`config.mk`:
```
export PLATFORM = sky130hd
export DESIGN_NAME = fifo_job_dispatcher_top
export DESIGN_NICKNAME = d
export VERILOG_FILES = /design/src/sv/fjd_pkg.sv /design/src/sv/fifo_job_dispatcher_top.sv /design/src/sv/fjd_ctrl.sv /design/src/sv/fjd_datapath.sv
export SDC_FILE = /design/constraint.sdc
export NUM_CORES = 1
export LEC_CHECK = 0
export ABC_CLOCK_PERIOD_IN_PS = 19800
export BUFFER_PORTS_ARGS = -buffer_cell sky130_fd_sc_hd__buf_2
export CAP_MARGIN = 20
export CORE_ASPECT_RATIO = 0.7
export CORE_MARGIN = 2
export CORE_UTILIZATION = 35
export CTS_BUF_LIST = sky130_fd_sc_hd__clkbuf_4 sky130_fd_sc_hd__clkbuf_8
export DETAILED_ROUTE_END_ITERATION = 8
export PLACE_DENSITY = 0.55
export SYNTH_ARGS = -nofsm -noshare
export SYNTH_HDL_FRONTEND = slang
export SYNTH_SLANG_ARGS = --single-unit
```
`constraint.sdc`:
```
create_clock -name clk -period 19.8 [get_ports clk]
set_input_delay 2.97 -clock clk [delete_from_list [all_inputs] [get_ports clk]]
set_output_delay 2.97 -clock clk [all_outputs]
set_load 0.01 [all_outputs]
```
`src/sv/fjd_pkg.sv`:
```
// Shared types and constants for the FIFO job dispatcher.
// No dependencies; used by fjd_ctrl, fjd_datapath and the top level.
`timescale 1ns / 1ps

package fjd_pkg;

    // Field widths
    localparam int ID_W    = 16;
    localparam int BURST_W = 16;
    localparam int TICK_W  = 32;
    localparam int CAP_W   = 4;

    // Stream payload widths
    localparam int IN_DATA_W  = ID_W + BURST_W;
    localparam int OUT_DATA_W = ID_W + 2 * TICK_W;
    localparam int KIND_W     = 2;

    // Default queue depths
    localparam int READY_DEPTH_DEF = 16;
    localparam int RUN_DEPTH_DEF   = 8;

    // Capacity register after reset
    localparam logic [CAP_W-1:0] CAP_RESET = 4'd1;

    // Request kinds carried on the input tuser
    localparam logic CMD_TICK   = 1'b0;
    localparam logic CMD_SUBMIT = 1'b1;

    // Result kinds carried on the output tuser
    typedef enum logic [KIND_W-1:0] {
        EV_FINISH = 2'd0,
        EV_START  = 2'd1,
        EV_REJECT = 2'd2
    } fjd_event_t;

    // Controller states
    typedef enum logic [2:0] {
        ST_IDLE,
        ST_CHECK,
        ST_FINISH,
        ST_REPL,
        ST_WAIT,
        ST_CAP,
        ST_REJECT
    } fjd_state_t;

    // Queue entries
    typedef struct packed {
        logic [BURST_W-1:0] burst;
        logic [ID_W-1:0]    id;
    } fjd_ready_entry_t;

    typedef struct packed {
        logic [TICK_W-1:0]  start;
        logic [BURST_W-1:0] burst;
        logic [ID_W-1:0]    id;
    } fjd_run_entry_t;

    // Commands from controller to datapath
    typedef struct packed {
        logic take;    // request accepted this cycle
        logic finish;  // pop running head, emit finish
        logic start;   // move ready head to running tail, emit start
        logic reject;  // emit reject for latched job
        logic last;    // tlast for the result emitted this cycle
    } fjd_ctrl_t;

    // Status from datapath to controller
    typedef struct packed {
        logic run_nonempty;
        logic run_done;       // running head has used up its burst
        logic ready_nonempty;
        logic ready_full;
        logic cap_room;       // a capacity start is possible now
        logic repl_cap;       // a capacity start follows a replacement start
        logic out_free;       // output register can load this cycle
    } fjd_status_t;

endpackage

```
`src/sv/fifo_job_dispatcher_top.sv`:
```
// Top level of the FIFO job dispatcher: controller plus datapath.
// Depends on fjd_pkg, fjd_ctrl and fjd_datapath.
`timescale 1ns / 1ps

// FIFO job dispatcher
// Input stream: s_axis_tuser selects the request (0 = tick, 1 = submit);
// s_axis_tdata carries job_id and burst_len for a submit.
// Output stream: one result per beat (finished, started, rejected);
// m_axis_tlast marks the final result of a request. A tick gives 0 to 3
// results, a submit gives none, or one reject when the ready queue is full.
// cfg_wr_en/cfg_wr_data load the running capacity (reset value 1); write it
// only while the block is idle.
// Timing: a submit needs only the idle state. A rejected submit then passes
// through ST_REJECT, which loads the reject into the output register once it
// is free; the next request waits for the return to idle. A tick holds the
// input through its accepting state, ST_CHECK for the running head read from
// its queue memory, one state per result (ST_CAP when there is none) and ST_WAIT
// before a capacity start that follows a replacement start, as the ready head read is registered.
// Reset clears queue pointers, counts, tick clock and output valid; queue
// memories are not cleared. When the receiver stalls, the output register
// holds its result; a new request is still taken in the idle state, but the
// next result waits for the register to drain.

module fifo_job_dispatcher_top #(
    parameter int READY_DEPTH = fjd_pkg::READY_DEPTH_DEF,
    parameter int RUN_DEPTH   = fjd_pkg::RUN_DEPTH_DEF
) (
    input  logic                            clk,
    input  logic                            rst_n,
    // configuration
    input  logic                            cfg_wr_en,
    input  logic [fjd_pkg::CAP_W-1:0]       cfg_wr_data,   // running_capacity
    // request stream
    input  logic                            s_axis_tvalid,
    output logic                            s_axis_tready,
    input  logic [fjd_pkg::IN_DATA_W-1:0]   s_axis_tdata,  // job_id, burst_len
    input  logic                            s_axis_tuser,  // cmd
    // result stream
    output logic                            m_axis_tvalid,
    input  logic                            m_axis_tready,
    output logic [fjd_pkg::OUT_DATA_W-1:0]  m_axis_tdata,  // event_job, start_tick, end_tick
    output logic [fjd_pkg::KIND_W-1:0]      m_axis_tuser,  // event_kind
    output logic                            m_axis_tlast
);

    fjd_pkg::fjd_ctrl_t   cmd;
    fjd_pkg::fjd_status_t sts;

    // Controller
    fjd_ctrl u_ctrl (
        .clk      (clk),
        .rst_n    (rst_n),
        .in_valid (s_axis_tvalid),
        .in_cmd   (s_axis_tuser),
        .in_ready (s_axis_tready),
        .sts      (sts),
        .cmd      (cmd)
    );

    // Datapath
    fjd_datapath #(
        .READY_DEPTH (READY_DEPTH),
        .RUN_DEPTH   (RUN_DEPTH)
    ) u_datapath (
        .clk         (clk),
        .rst_n       (rst_n),
        .cfg_wr_en   (cfg_wr_en),
        .cfg_wr_data (cfg_wr_data),
        .in_cmd      (s_axis_tuser),
        .in_data     (s_axis_tdata),
        .cmd         (cmd),
        .sts         (sts),
        .out_valid   (m_axis_tvalid),
        .out_ready   (m_axis_tready),
        .out_kind    (m_axis_tuser),
        .out_data    (m_axis_tdata),
        .out_last    (m_axis_tlast)
    );

    // At most one controller command per cycle
    a_one_cmd: assert property (@(posedge clk) disable iff (!rst_n)
        $onehot0({cmd.take, cmd.finish, cmd.start, cmd.reject}))
        else $error("more than one controller command in a cycle");

    // Results load only into a free output register
    a_out_free: assert property (@(posedge clk) disable iff (!rst_n)
        (cmd.finish || cmd.start || cmd.reject) |-> sts.out_free)
        else $error("result loaded while output register busy");

    // A reject is the final result of its request
    a_reject_last: assert property (@(posedge clk) disable iff (!rst_n)
        cmd.reject |=> (m_axis_tvalid && m_axis_tlast))
        else $error("reject not presented as last result");

    // A tick is worked through before the next request is taken
    a_tick_busy: assert property (@(posedge clk) disable iff (!rst_n)
        (cmd.take && (s_axis_tuser == fjd_pkg::CMD_TICK)) |=> !s_axis_tready)
        else $error("request taken while a tick is in progress");

    // A start never happens with an empty ready queue
    a_start_ready: assert property (@(posedge clk) disable iff (!rst_n)
        cmd.start |-> sts.ready_nonempty)
        else $error("start from empty ready queue");

endmodule

```
`src/sv/fjd_ctrl.sv`:
```
// Controller state machine for the FIFO job dispatcher.
// Depends on fjd_pkg; drives fjd_datapath through fjd_ctrl_t commands.
`timescale 1ns / 1ps

module fjd_ctrl (
    input  logic                clk,
    input  logic                rst_n,
    input  logic                in_valid,
    input  logic                in_cmd,
    output logic                in_ready,
    input  fjd_pkg::fjd_status_t sts,
    output fjd_pkg::fjd_ctrl_t   cmd
);

    fjd_pkg::fjd_state_t state_reg;
    fjd_pkg::fjd_state_t state_next;

    // State register
    always_ff @(posedge clk or negedge rst_n)
    begin
        if (!rst_n)
        begin
            state_reg <= fjd_pkg::ST_IDLE;
        end
        else
        begin
            state_reg <= state_next;
        end
    end

    // Next state and commands
    always_comb
    begin
        state_next = state_reg;
        in_ready   = 1'b0;
        cmd        = '0;
        unique case (state_reg)
            fjd_pkg::ST_IDLE:
            begin
                in_ready = 1'b1;
                if (in_valid)
                begin
                    cmd.take = 1'b1;
                    if (in_cmd == fjd_pkg::CMD_SUBMIT)
                    begin
                        if (sts.ready_full)
                        begin
                            state_next = fjd_pkg::ST_REJECT;
                        end
                    end
                    else
                    begin
                        state_next = fjd_pkg::ST_CHECK;
                    end
                end
            end
            fjd_pkg::ST_CHECK:
            begin
                // only the running head is examined
                if (sts.run_nonempty && sts.run_done)
                begin
                    state_next = fjd_pkg::ST_FINISH;
                end
                else
                begin
                    state_next = fjd_pkg::ST_CAP;
                end
            end
            fjd_pkg::ST_FINISH:
            begin
                if (sts.out_free)
                begin
                    cmd.finish = 1'b1;
                    cmd.last   = !sts.ready_nonempty;
                    state_next = sts.ready_nonempty ? fjd_pkg::ST_REPL : fjd_pkg::ST_IDLE;
                end
            end
            fjd_pkg::ST_REPL:
            begin
                if (sts.out_free)
                begin
                    cmd.start  = 1'b1;
                    cmd.last   = !sts.repl_cap;
                    state_next = sts.repl_cap ? fjd_pkg::ST_WAIT : fjd_pkg::ST_IDLE;
                end
            end
            fjd_pkg::ST_WAIT:
            begin
                // ready head moved; let the memory read settle
                state_next = fjd_pkg::ST_CAP;
            end
            fjd_pkg::ST_CAP:
            begin
                if (!sts.cap_room)
                begin
                    state_next = fjd_pkg::ST_IDLE;
                end
                else if (sts.out_free)
                begin
                    cmd.start  = 1'b1;
                    cmd.last   = 1'b1;
                    state_next = fjd_pkg::ST_IDLE;
                end
            end
            fjd_pkg::ST_REJECT:
            begin
                if (sts.out_free)
                begin
                    cmd.reject = 1'b1;
                    cmd.last   = 1'b1;
                    state_next = fjd_pkg::ST_IDLE;
                end
            end
            default:
            begin
                state_next = fjd_pkg::ST_IDLE;
            end
        endcase
    end

endmodule

```
`src/sv/fjd_datapath.sv`:
```
// Datapath of the FIFO job dispatcher: ready and running queue memories,
// tick clock, capacity register and output register. Depends on fjd_pkg.
`timescale 1ns / 1ps

module fjd_datapath #(
    parameter int READY_DEPTH = fjd_pkg::READY_DEPTH_DEF,
    parameter int RUN_DEPTH   = fjd_pkg::RUN_DEPTH_DEF
) (
    input  logic                             clk,
    input  logic                             rst_n,
    input  logic                             cfg_wr_en,
    input  logic [fjd_pkg::CAP_W-1:0]        cfg_wr_data,
    input  logic                             in_cmd,
    input  logic [fjd_pkg::IN_DATA_W-1:0]    in_data,
    input  fjd_pkg::fjd_ctrl_t               cmd,
    output fjd_pkg::fjd_status_t             sts,
    output logic                             out_valid,
    input  logic                             out_ready,
    output logic [fjd_pkg::KIND_W-1:0]       out_kind,
    output logic [fjd_pkg::OUT_DATA_W-1:0]   out_data,
    output logic                             out_last
);

    localparam int RD_AW = (READY_DEPTH > 1) ? $clog2(READY_DEPTH) : 1;
    localparam int RD_CW = $clog2(READY_DEPTH + 1);
    localparam int RN_AW = (RUN_DEPTH > 1) ? $clog2(RUN_DEPTH) : 1;
    localparam int RN_CW = $clog2(RUN_DEPTH + 1);
    localparam int RD_SW = RD_CW + 1;
    localparam int RN_SW = RN_CW + 1;
    localparam int CMPW  = ((RN_CW > fjd_pkg::CAP_W) ? RN_CW : fjd_pkg::CAP_W) + 1;

    // Queue storage (no reset; only occupied entries are used)
    fjd_pkg::fjd_ready_entry_t ready_mem [READY_DEPTH];
    fjd_pkg::fjd_run_entry_t   run_mem   [RUN_DEPTH];

    fjd_pkg::fjd_ready_entry_t ready_rd_reg;
    fjd_pkg::fjd_run_entry_t   run_rd_reg;

    logic [RD_AW-1:0]              ready_head_reg, ready_head_next;
    logic [RD_CW-1:0]              ready_count_reg, ready_count_next;
    logic [RN_AW-1:0]              run_head_reg, run_head_next;
    logic [RN_CW-1:0]              run_count_reg, run_count_next;
    logic [fjd_pkg::TICK_W-1:0]    clock_reg, clock_next;
    logic [fjd_pkg::CAP_W-1:0]     cap_reg;
    logic [fjd_pkg::ID_W-1:0]      job_id_reg;

    logic                          out_valid_reg;
    fjd_pkg::fjd_event_t           out_kind_reg;
    logic [fjd_pkg::ID_W-1:0]      out_job_reg;
    logic [fjd_pkg::TICK_W-1:0]    out_start_reg;
    logic [fjd_pkg::TICK_W-1:0]    out_end_reg;
    logic                          out_last_reg;

    logic [RD_SW-1:0]              ready_sum;
    logic [RD_AW-1:0]              ready_tail;
    logic [RD_SW-1:0]              ready_head_inc;
    logic [RN_SW-1:0]              run_sum;
    logic [RN_AW-1:0]              run_tail;
    logic [RN_SW-1:0]              run_head_inc;
    logic                          ready_we;
    logic                          tick_take;
    logic [fjd_pkg::TICK_W-1:0]    elapsed;
    logic [CMPW-1:0]               cap_ext;
    logic [CMPW-1:0]               cap_eff;
    logic [CMPW-1:0]               run_cnt_ext;
    logic                          out_load;

    // Tail addresses and head increments with wrap
    always_comb
    begin
        ready_sum      = RD_SW'(ready_head_reg) + RD_SW'(ready_count_reg);
        ready_tail     = (ready_sum >= RD_SW'(READY_DEPTH))
                         ? RD_AW'(ready_sum - RD_SW'(READY_DEPTH)) : RD_AW'(ready_sum);
        ready_head_inc = RD_SW'(ready_head_reg) + RD_SW'(1);
        run_sum        = RN_SW'(run_head_reg) + RN_SW'(run_count_reg);
        run_tail       = (run_sum >= RN_SW'(RUN_DEPTH))
                         ? RN_AW'(run_sum - RN_SW'(RUN_DEPTH)) : RN_AW'(run_sum);
        run_head_inc   = RN_SW'(run_head_reg) + RN_SW'(1);
    end

    assign ready_we  = cmd.take && (in_cmd == fjd_pkg::CMD_SUBMIT) && !sts.ready_full;
    assign tick_take = cmd.take && (in_cmd == fjd_pkg::CMD_TICK);

    // Ready queue memory: write at tail, registered read at head
    always_ff @(posedge clk)
    begin
        if (ready_we)
        begin
            ready_mem[ready_tail] <= '{burst: in_data[fjd_pkg::IN_DATA_W-1:fjd_pkg::ID_W],
                                       id:    in_data[fjd_pkg::ID_W-1:0]};
        end
        ready_rd_reg <= ready_mem[ready_head_reg];
    end

    // Running queue memory: write at tail, registered read at head
    always_ff @(posedge clk)
    begin
        if (cmd.start)
        begin
            run_mem[run_tail] <= '{start: clock_reg,
                                   burst: ready_rd_reg.burst,
                                   id:    ready_rd_reg.id};
        end
        run_rd_reg <= run_mem[run_head_reg];
    end

    // Queue pointers, counts and tick clock
    always_comb
    begin
        ready_head_next  = ready_head_reg;
        ready_count_next = ready_count_reg;
        run_head_next    = run_head_reg;
        run_count_next   = run_count_reg;
        clock_next       = clock_reg;
        if (ready_we)
        begin
            ready_count_next = ready_count_reg + RD_CW'(1);
        end
        if (tick_take)
        begin
            clock_next = clock_reg + fjd_pkg::TICK_W'(1);
        end
        if (cmd.finish)
        begin
            run_head_next  = (run_head_inc >= RN_SW'(RUN_DEPTH)) ? '0 : RN_AW'(run_head_inc);
            run_count_next = run_count_reg - RN_CW'(1);
        end
        if (cmd.start)
        begin
            ready_head_next  = (ready_head_inc >= RD_SW'(READY_DEPTH))
                               ? '0 : RD_AW'(ready_head_inc);
            ready_count_next = ready_count_reg - RD_CW'(1);
            run_count_next   = run_count_reg + RN_CW'(1);
        end
    end

    always_ff @(posedge clk or negedge rst_n)
    begin
        if (!rst_n)
        begin
            ready_head_reg  <= '0;
            ready_count_reg <= '0;
            run_head_reg    <= '0;
            run_count_reg   <= '0;
            clock_reg       <= '0;
        end
        else
        begin
            ready_head_reg  <= ready_head_next;
            ready_count_reg <= ready_count_next;
            run_head_reg    <= run_head_next;
            run_count_reg   <= run_count_next;
            clock_reg       <= clock_next;
        end
    end

    // Capacity register
    always_ff @(posedge clk or negedge rst_n)
    begin
        if (!rst_n)
        begin
            cap_reg <= fjd_pkg::CAP_RESET;
        end
        else if (cfg_wr_en)
        begin
            cap_reg <= cfg_wr_data;
        end
    end

    // Latched job id for rejects
    always_ff @(posedge clk)
    begin
        if (cmd.take)
        begin
            job_id_reg <= in_data[fjd_pkg::ID_W-1:0];
        end
    end

    // Status: finish compare is a wrap-safe unsigned difference
    always_comb
    begin
        elapsed     = clock_reg - run_rd_reg.start;
        cap_ext     = CMPW'(cap_reg);
        cap_eff     = (cap_ext > CMPW'(RUN_DEPTH)) ? CMPW'(RUN_DEPTH) : cap_ext;
        run_cnt_ext = CMPW'(run_count_reg);

        sts.run_nonempty   = (run_count_reg != '0);
        sts.run_done       = (elapsed >= fjd_pkg::TICK_W'(run_rd_reg.burst));
        sts.ready_nonempty = (ready_count_reg != '0);
        sts.ready_full     = (ready_count_reg == RD_CW'(READY_DEPTH));
        sts.cap_room       = (run_cnt_ext < cap_eff) && sts.ready_nonempty;
        sts.repl_cap       = ((run_cnt_ext + CMPW'(1)) < cap_eff)
                             && (ready_count_reg > RD_CW'(1));
        sts.out_free       = !out_valid_reg || out_ready;
    end

    // Output register
    assign out_load = cmd.finish || cmd.start || cmd.reject;

    always_ff @(posedge clk or negedge rst_n)
    begin
        if (!rst_n)
        begin
            out_valid_reg <= 1'b0;
        end
        else if (out_load)
        begin
            out_valid_reg <= 1'b1;
        end
        else if (out_ready)
        begin
            out_valid_reg <= 1'b0;
        end
    end

    always_ff @(posedge clk)
    begin
        if (out_load)
        begin
            out_last_reg <= cmd.last;
            if (cmd.finish)
            begin
                out_kind_reg  <= fjd_pkg::EV_FINISH;
                out_job_reg   <= run_rd_reg.id;
                out_start_reg <= run_rd_reg.start;
                out_end_reg   <= clock_reg;
            end
            else if (cmd.start)
            begin
                out_kind_reg  <= fjd_pkg::EV_START;
                out_job_reg   <= ready_rd_reg.id;
                out_start_reg <= clock_reg;
                out_end_reg   <= '0;
            end
            else
            begin
                out_kind_reg  <= fjd_pkg::EV_REJECT;
                out_job_reg   <= job_id_reg;
                out_start_reg <= '0;
                out_end_reg   <= '0;
            end
        end
    end

    assign out_valid = out_valid_reg;
    assign out_kind  = out_kind_reg;
    assign out_data  = {out_end_reg, out_start_reg, out_job_reg};
    assign out_last  = out_last_reg;

endmodule
```
# Yosys cells after proc, flatten, opt, wreduce, memory -nomap -nowiden
# Memories as Yosys holds them, arrays and structs flattened. A register that Yosys moved wholly into a read port is not among the register bits.
# Cells that the tools add are included.
# op_classes
addsub	13
n_lt_le_gt_ge	9
n_eq_ne	11
mux	43
n_bitwise	1
reduce_logical	20
# ops
op	n
2-to-1 mux 32 bit	2
2-to-1 mux 3 bit	11
adder 32 x 1 -> 32 bit, second input constant	1
>= comparator 32 x 16 -> 1 bit	1
2-to-1 mux 16 bit	2
subtractor 32 bit	1
one-hot mux 3 bit (7 select lines)	1
2-to-1 mux 4 bit	5
2-to-1 mux 1 bit	15
>= comparator 6 x 5 -> 1 bit, second input constant	2
adder 4 x 1 -> 5 bit, second input constant	2
>= comparator 5 x 4 -> 1 bit, second input constant	2
2-to-1 mux 5 bit	2
== test 3 bit, second input constant	3
subtractor 4 x 1 -> 4 bit, second input constant	2
adder 4 x 5 -> 6 bit	1
== test 3 x 2 -> 1 bit, second input constant	2
logical AND 1 bit	6
2-to-1 mux 2 bit	3
inequality test 2 bit, second input constant	3
nonzero test 2 bit	3
adder 3 x 4 -> 5 bit	1
adder 5 x 1 -> 5 bit, second input constant	1
== test 5 bit, second input constant	1
19 further kinds	24
# word_totals
regBits	155
ram_bits	1024
out_inout_bits	85
n_memories	2
# mem_list
name	depth	word_bits	rd	rd_ports_with_merged_regs	write_ports	line_no	rtl
u_datapath.ready_mem	16	32	1	1	1	fjd_datapath.sv:33	fjd_pkg::fjd_ready_entry_t ready_mem [READY_DEPTH];
u_datapath.run_mem	8	64	1	1	1	fjd_datapath.sv:34	fjd_pkg::fjd_run_entry_t run_mem [RUN_DEPTH];

# Depth between registers and ports, before layout
# Gate-level depths: netlist (run 1).
# logic_depth
depth_word	9
depth_mapped	20
ltp_nobuf	20

# Cells and area by module
# Synthesis (run 1) repeated with hierarchy kept, for this count alone.
# hier_totals
hier_cells	2532
hier_area_um2	49797.8
# modules_own_cells
module	n_inst	cells_per_inst	area_each_um2	seq_area_each_um2
fjd_datapath	1	2488	49453.7	36971.7
fjd_ctrl	1	44	344.1	75.1

# Worst setup path before layout (run 1)
# OpenSTA, ideal clock, no wires.
# synth_path
path_kind	input-to-reg
start	in m_axis_tready
end	mem u_datapath.run_mem[0][0] (netlist name) (enable)
setup_time_ps	644
arrival_time_ps	9720
required_time_ps	19156
slack_ps	9436
path_stages	6
path_buffers	2
path_cell_list	nand2b_1 > and2_1 > buf_2 > inv_2 > buf_2 > nor4_1
# synth_between
elab_chain_cells	6
# synth_lines
element	line_no	rtl
from (decl)	fifo_job_dispatcher_top.sv:40	input logic m_axis_tready,
logical OR 1 bit *	fjd_datapath.sv:194	sts.out_free = !out_valid_reg || out_ready;
2-to-1 mux 1 bit *	fjd_ctrl.sv:80, fjd_ctrl.sv:98	
2-to-1 mux 1 bit	fjd_ctrl.sv:94	if (!sts.cap_room)
one-hot mux 1 bit (2 select lines) *	fjd_ctrl.sv:37	unique case (state_reg)
2-to-1 mux 1 bit *	fjd_datapath.sv:98	if (cmd.start)
2-to-1 mux 1 bit (implied by the code) *	fjd_datapath.sv:100	run_mem[run_tail] <= '{start: clock_reg,
to (decl)	fjd_datapath.sv:34	
# Mark *: on every way between the ends. The rest lies on a longest branch, timed or not.

# Worst setup path after layout (run 1)
# layout_path
start	in m_axis_tready
end	mem u_datapath.run_mem[6][43] (netlist name) (enable)
# Same word-level chain as after synthesis.

==> results.cfg, run 1 <==
[worst_setup_path]
reg2reg_from = u_datapath.clock_reg[0]
criticalPathCategory = in2reg
reg2reg_depth = 19
r2r_end = u_ctrl.state_reg[0]
critPathRequiredTime_ns = 20.31
path_cells = buf_2, nand2b_1, and2_2, buf_4, nand2_1, nor3_2, buf_4
start_kind = primary input
endpoint_kind = flip-flop
worst_ep_arrival_time_ns = 5.76
crit_fanout = 54
slowest_stage = nor3_2
rrSetupSlack_ns = 14.90
cpMostUsedCell = buf_4
crit_path_max_incr_delay_ns = 0.71

[placement]
hpwl_mm = 68.7
dp_cells = 4437
place.gp.congestion = 0.892
place_area_sq_mm = 0.0527
io_buffer_count = 126

[synthesis]
synth.avg_cell_area_sq_um = 19.9
synthTopCellsByArea = edfxtp_1, mux4_2, dfxtp_1
yosys_warnings = 0
ys_types = 71
syn-num-nets = 2605
synth_flop_cell = edfxtp_1
synth_top_area_share_pct = 68.1
ys_seq_area_share_pct = 74.8
netlist_instances = 2492
synth_edf_count = 1123
yosys_register_bits = 1275
syn_area_sq_mm = 0.0495
yosys.area.top_type = edfxtp_1
synthArstFlopShare_pct = 4.39

[clock_tree]
post_cts_buffers = 0
htree_levels = 4
clock_sinks = 1275
cts_buffers = 197
clockBufferDepth = 3
root_buffer = clkbuf_8
path_clk_slew_ns = 0.06
clock_latency_ns = 0.89
holdBufCountCts = 0
cts_tree = yes
cts_resized = 0

[route]
via_per_inst = 5.10
drtIter0Drc = 2225
vias = 24500
drc = 0
first_pass_iters = 5
wirelength_mm = 117
antenna_left = 0
routedWlPerCell_um = 24.4

[die]
core_area_sq_mm = 0.140
ios = 127
rows = 115
die_height_um = 319
design.die.area_sq_mm = 0.145
die_w_um = 453
start_util_pct = 35.2

[timing]
rsz0062_at_grt = no
report.final.slew_viol_count = 0
max_slew.worst_pin.slew_ns = 1.09
fin_crit_ns = 5.25
max_freq_mhz = 190
skew_ns = 0.0330
finalSetupTns_ns = 0
hold_ws_ns = 0.516
max_slew_margin_pct = 27.2
hold_viol = 0
fin_crit_sh_pct = 26.5
setup_viol = 0

[layout]
area_delta_synth_final_pct = 14.7
design_area_sq_mm = 0.0568
mostFrequentLayoutCell = edfxtp_1
fin_nets = 2878
final_cell_mix = edfxtp_1, mux4_2, clkbuf_8
drive_gt1_share_pct = 31.4
layout.cells.non_filler = 4810

[global_routing]
grt_max_degree = 70
grt_util_met3_pct = 3.43
grt_pass1_vias = 25900
met2_usage_pct = 25.2
grt_overflow = 0
grt_most_used_layer = met2
grt_pass1_wl_mm = 173
grt_usage_pct = 16.2
grt_util_met1_pct = 22.6
antenna_found_initial = 8

[hold_path]
hp-class = reg2reg
hp-start = u_datapath.run_rd_reg[5]
hold_end = u_datapath.out_job_reg[5]
hold_depth = 2

[power_and_ir_drop]
leakage_nw = 18.5
p_total_w = 0.00787
clockPowerShare_pct = 28.3
swShare_pct = 30.3
power.internal_w = 0.00549
ir_worst_vdd_v = 0.0000798
combPwrFrac_pct = 24.5
netSwitchingPower_w = 0.00238
p_per_area_mw_per_mm2 = 139
seqPwrFrac_pct = 47.2

[run_status]
status = complete, no violations

[flow_run]
maxCapViolCount = 0
==> synthesized netlist by cell type (3+ instances only) <==
| cell type | instances |
|---|---|
| a211oi_1 | 6 |
| a21o_1 | 15 |
| a21oi_1 | 46 |
| a21oi_2 | 3 |
| a22oi_1 | 18 |
| a311oi_1 | 3 |
| a31oi_1 | 7 |
| and2_1 | 34 |
| and3_1 | 5 |
| buf_1 | 31 |
| buf_2 | 9 |
| buf_6 | 3 |
| clkbuf_1 | 68 |
| dfrtp_1 | 55 |
| dfxtp_1 | 96 |
| edfxtp_1 | 1123 |
| fa_1 | 4 |
| ha_1 | 67 |
| inv_1 | 64 |
| mux2_2 | 68 |
| mux4_2 | 288 |
| nand2_1 | 132 |
| nand2b_1 | 5 |
| nand3_1 | 24 |
| nand4_1 | 18 |
| nor2_1 | 65 |
| nor2b_1 | 9 |
| nor3_1 | 14 |
| nor3_2 | 3 |
| nor4_1 | 5 |
| o2111ai_1 | 4 |
| o211ai_1 | 8 |
| o21a_1 | 5 |
| o21ai_0 | 60 |
| o21ai_1 | 5 |
| o221ai_1 | 3 |
| o22ai_1 | 5 |
| o31a_1 | 3 |
| xnor2_1 | 46 |
| xor2_1 | 29 |
==> how the worst max path moves through the flow <==
stage / from / slack [ns] / endpoint / cells after the start
6_report: m_axis_tready / 14.55 / u_datapath.run_mem[6][43] / 7
5_1_grt: s_axis_tvalid / 14.30 / u_datapath.clock_reg[31] / 10
3_5_place_dp: m_axis_tready / 13.64 / u_datapath.run_mem[6][36] / 7
4_1_cts: m_axis_tready / 14.63 / u_datapath.run_mem[6][43] / 7
3_3_place_gp: s_axis_tvalid / 13.72 / u_datapath.clock_reg[30] / 10
2_1_floorplan: m_axis_tready / 9.44 / u_datapath.run_mem[0][0] / 6
==> metrics by stage <==
stage	util, %	setup slack [ns]
6_report	40.4	14.55
3_3_place_gp	37.5	13.72
2_1_floorplan	-	9.44
4_1_cts	40.4	14.63
3_5_place_dp	37.5	13.64
5_1_grt	40.4	14.30
==> routing by layer <==
layer / wire [um] / part of all wire [%]
met1: 52000 / 44
met2: 55700 / 48
met3: 6560 / 5.6
met4: 2980 / 2.5
met5: 10 / 0.0085
==> worst max-delay path, delay by kind of cell <==
family | cells | cell delay, ns
buf+inv | 3 | 1.32
simple gates | 4 | 1.41
==> cell type report <==
type                    count  area [sq um]
clock inverters            74           498
well taps                1872          2340
inverters                  65           244
multi-input cells        1041         11900
repair buffers            185          1110
diodes                      5          12.5
flip-flops and latches   1275         37100
fillers                 12600         83700
clock buffers             293          3530
==> power by group through the flow <==
stage	clock network [W]	registers, W	logic [W]
finish	0.00223	0.00372	0.00193
global route	0.00240	0.00376	0.00209
CTS	0.00229	0.00376	0.00195
detailed placement	0	0.00381	0.00194
global placement	0	0.00379	0.00190
floorplan	0	0.00365	0.00133
==> logic make-up after synthesis <==
group	after synthesis	share of synthesized area (%)
AOI/OAI and AO/OA	210	2.76
xor gates and xnor gates	75	1.33
adders and majority gates	71	1.86
buffers and inverters	176	1.40
DFF	1275	74.8
muxes	357	14.7
and+or+nand+nor	328	3.14
(Power assumes the default switching activity.)
==> run 2, diff against run 1 <==
ABC_CLOCK_PERIOD_IN_PS = 4500   (was 19800)
PLACE_DENSITY = 0.57   (was 0.55)
clock period = 4.5 ns   (was 19.8 ns; I/O delays follow)
==> run 2 against run 1 <==
Net effect: power grew to 4.4 times the previous value; final area grew 0.65%; largest cell class unchanged; largest power group unchanged; wire length shrank 2.0%; core utilization grew 0.26 points; die area is the same; clock skew grew 0.021 ns; global-route usage shrank 0.29 points; sequential share of layout area shrank 0.42 points; worst setup slack lost 14 ns; highest routed layer is now met4; clock power grew to 4.4 times the previous value.
==> results.cfg, run 2 (synthesis gave the netlist of run 1 again) <==
[route]
drc = 0
antenna_left = 0
first_pass_iters = 5
drtIter0Drc = 2076
routedWlPerCell_um = 23.9
via_per_inst = 5.10
vias = 24500
wirelength_mm = 115

[global_routing]
grt_most_used_layer = met2
antenna_found_initial = 5
grt_usage_pct = 15.9
grt_max_degree = 103
grt_overflow = 0
grt_pass1_wl_mm = 169
grt_util_met1_pct = 22.3
grt_util_met3_pct = 2.99
grt_pass1_vias = 25600
met2_usage_pct = 25.0

[die]
design.die.area_sq_mm = 0.145
rows = 115
die_w_um = 453
ios = 127
start_util_pct = 35.2
core_area_sq_mm = 0.140
die_height_um = 319

[layout]
area_delta_synth_final_pct = 15.4
layout.cells.non_filler = 4814
design_area_sq_mm = 0.0571
mostFrequentLayoutCell = edfxtp_1
drive_gt1_share_pct = 31.5
final_cell_mix = edfxtp_1, mux4_2, clkbuf_8
fin_nets = 2895

[worst_setup_path]
cp.buffers_inverters = 1
path_cells = inv_1, ha_1, fa_1, nor2b_1, o2111a_1, or2_4, a21oi_2, xnor2_1, ha_1, a21o_1, a21oi_2, o22ai_1, a2111oi_1, o211ai_1, a211oi_1, o211ai_1, nor4_2, nand3_1, a31oi_1
crit_path_max_incr_delay_ns = 0.41
slowest_stage = fa_1
crit_fanout = 4
cp_top_family = compound AO/OA/AOI/OAI gates
rrSetupSlack_ns = 0.32
worst_ep_arrival_time_ns = 4.99
start_kind = flip-flop
reg2reg_from = u_datapath.clock_reg[0]
critPathRequiredTime_ns = 5.31
endpoint_kind = flip-flop
criticalPathCategory = reg2reg
reg2reg_depth = 19
r2r_end = u_ctrl.state_reg[2]

[power_and_ir_drop]
p_total_w = 0.0346
p_per_area_mw_per_mm2 = 606
leakage_nw = 18.7
ir_worst_vdd_v = 0.000493

[timing]
report.final.slew_viol_count = 0
layout_setup_ws_ns = 0.317
max_slew.worst_pin.slew_ns = 0.950
hold_viol = 0
setup_viol = 0
rsz0062_at_grt = no
fin_crit_sh_pct = 93.0
max_freq_mhz = 239
max_slew_margin_pct = 36.7
finalSetupTns_ns = 0
skew_ns = 0.0535
fin_crit_ns = 4.18

[hold_path]
hp-class = in2reg
hold_depth = 3
hp-start = cfg_wr_data[3]
hold_end = u_datapath.cap_reg[3]

[clock_tree]
cts_tree = yes
htree_levels = 4
cts_buffers = 197
clock_sinks = 1275
post_cts_buffers = 0
path_clk_slew_ns = 0.06
clockBufferDepth = 3
root_buffer = clkbuf_8
clock_latency_ns = 0.90

[run_status]
status = complete, no violations

[placement]
hpwl_mm = 65.5
place_area_sq_mm = 0.0531
pre_cts_ws_ns = 0.293
io_buffer_count = 126
dp_cells = 4451
place.gp.congestion = 0.914

[flow_run]
maxCapViolCount = 0
## run 2: final cells by class
| type | count | area (sq um) |
|---|---|---|
| antenna | 2 | 5.00 |
| clock buffer | 281 | 3470 |
| clock inverter | 76 | 541 |
| fill | 12400 | 83300 |
| inverter | 65 | 244 |
| multi-input combinational | 1041 | 12000 |
| sequential | 1275 | 37100 |
| tap | 1872 | 2340 |
| timing repair buffer | 202 | 1460 |
## run 2: worst max path at each step
stage | startpoint | end | slack [ns] | depth (start not counted)
floorplan | u_datapath.cap_reg[3] | u_datapath.run_mem[7][0] | -0.76 | 13
global placement | u_datapath.clock_reg[4] | u_ctrl.state_reg[0] | 0.29 | 19
detailed placement | u_datapath.clock_reg[4] | u_ctrl.state_reg[2] | 0.29 | 19
CTS | u_datapath.clock_reg[0] | u_ctrl.state_reg[2] | 0.26 | 19
global route | u_datapath.clock_reg[4] | u_ctrl.state_reg[0] | 0.03 | 19
finish | u_datapath.clock_reg[0] | u_ctrl.state_reg[2] | 0.32 | 19
## run 2: where the power goes
group	internal (W)	switching, W	leakage, nW
Combinational	0.00384	0.00506	5.21
Sequential	0.0150	0.000977	11.3
Clock	0.00535	0.00439	2.11
## run 2: tightest hold or removal path: stages
cell	delay [ns]
buf_2	0.08
nand2_1	0.09
o21ai_0	0.09
## run 2: what timing repair did
action                                  4_1_cts  5_1_grt
hold endpoints to repair                     37        0
endpoints found under the setup margin        0        3
gates resized for setup                       0        5
hold buffers                                  4        0
## run 2: through the flow
stage               hold slack [ns]  utilization [%]
global route                 0.0781             40.7
floorplan                     0.379                -
global placement              0.504             37.8
finish                        0.113             40.7
CTS                          0.0218             40.7
detailed placement            0.501             37.8
## run 2: per-layer routing
layer / part of all wire (%) / vias to the layer above / wire length, um
met5: 0 / - / 0
met4: 2.4 / 0 / 2750
met3: 5.1 / 171 / 5840
met2: 48 / 740 / 55000
met1: 45 / 13000 / 51200
li1: - / 10600 / -
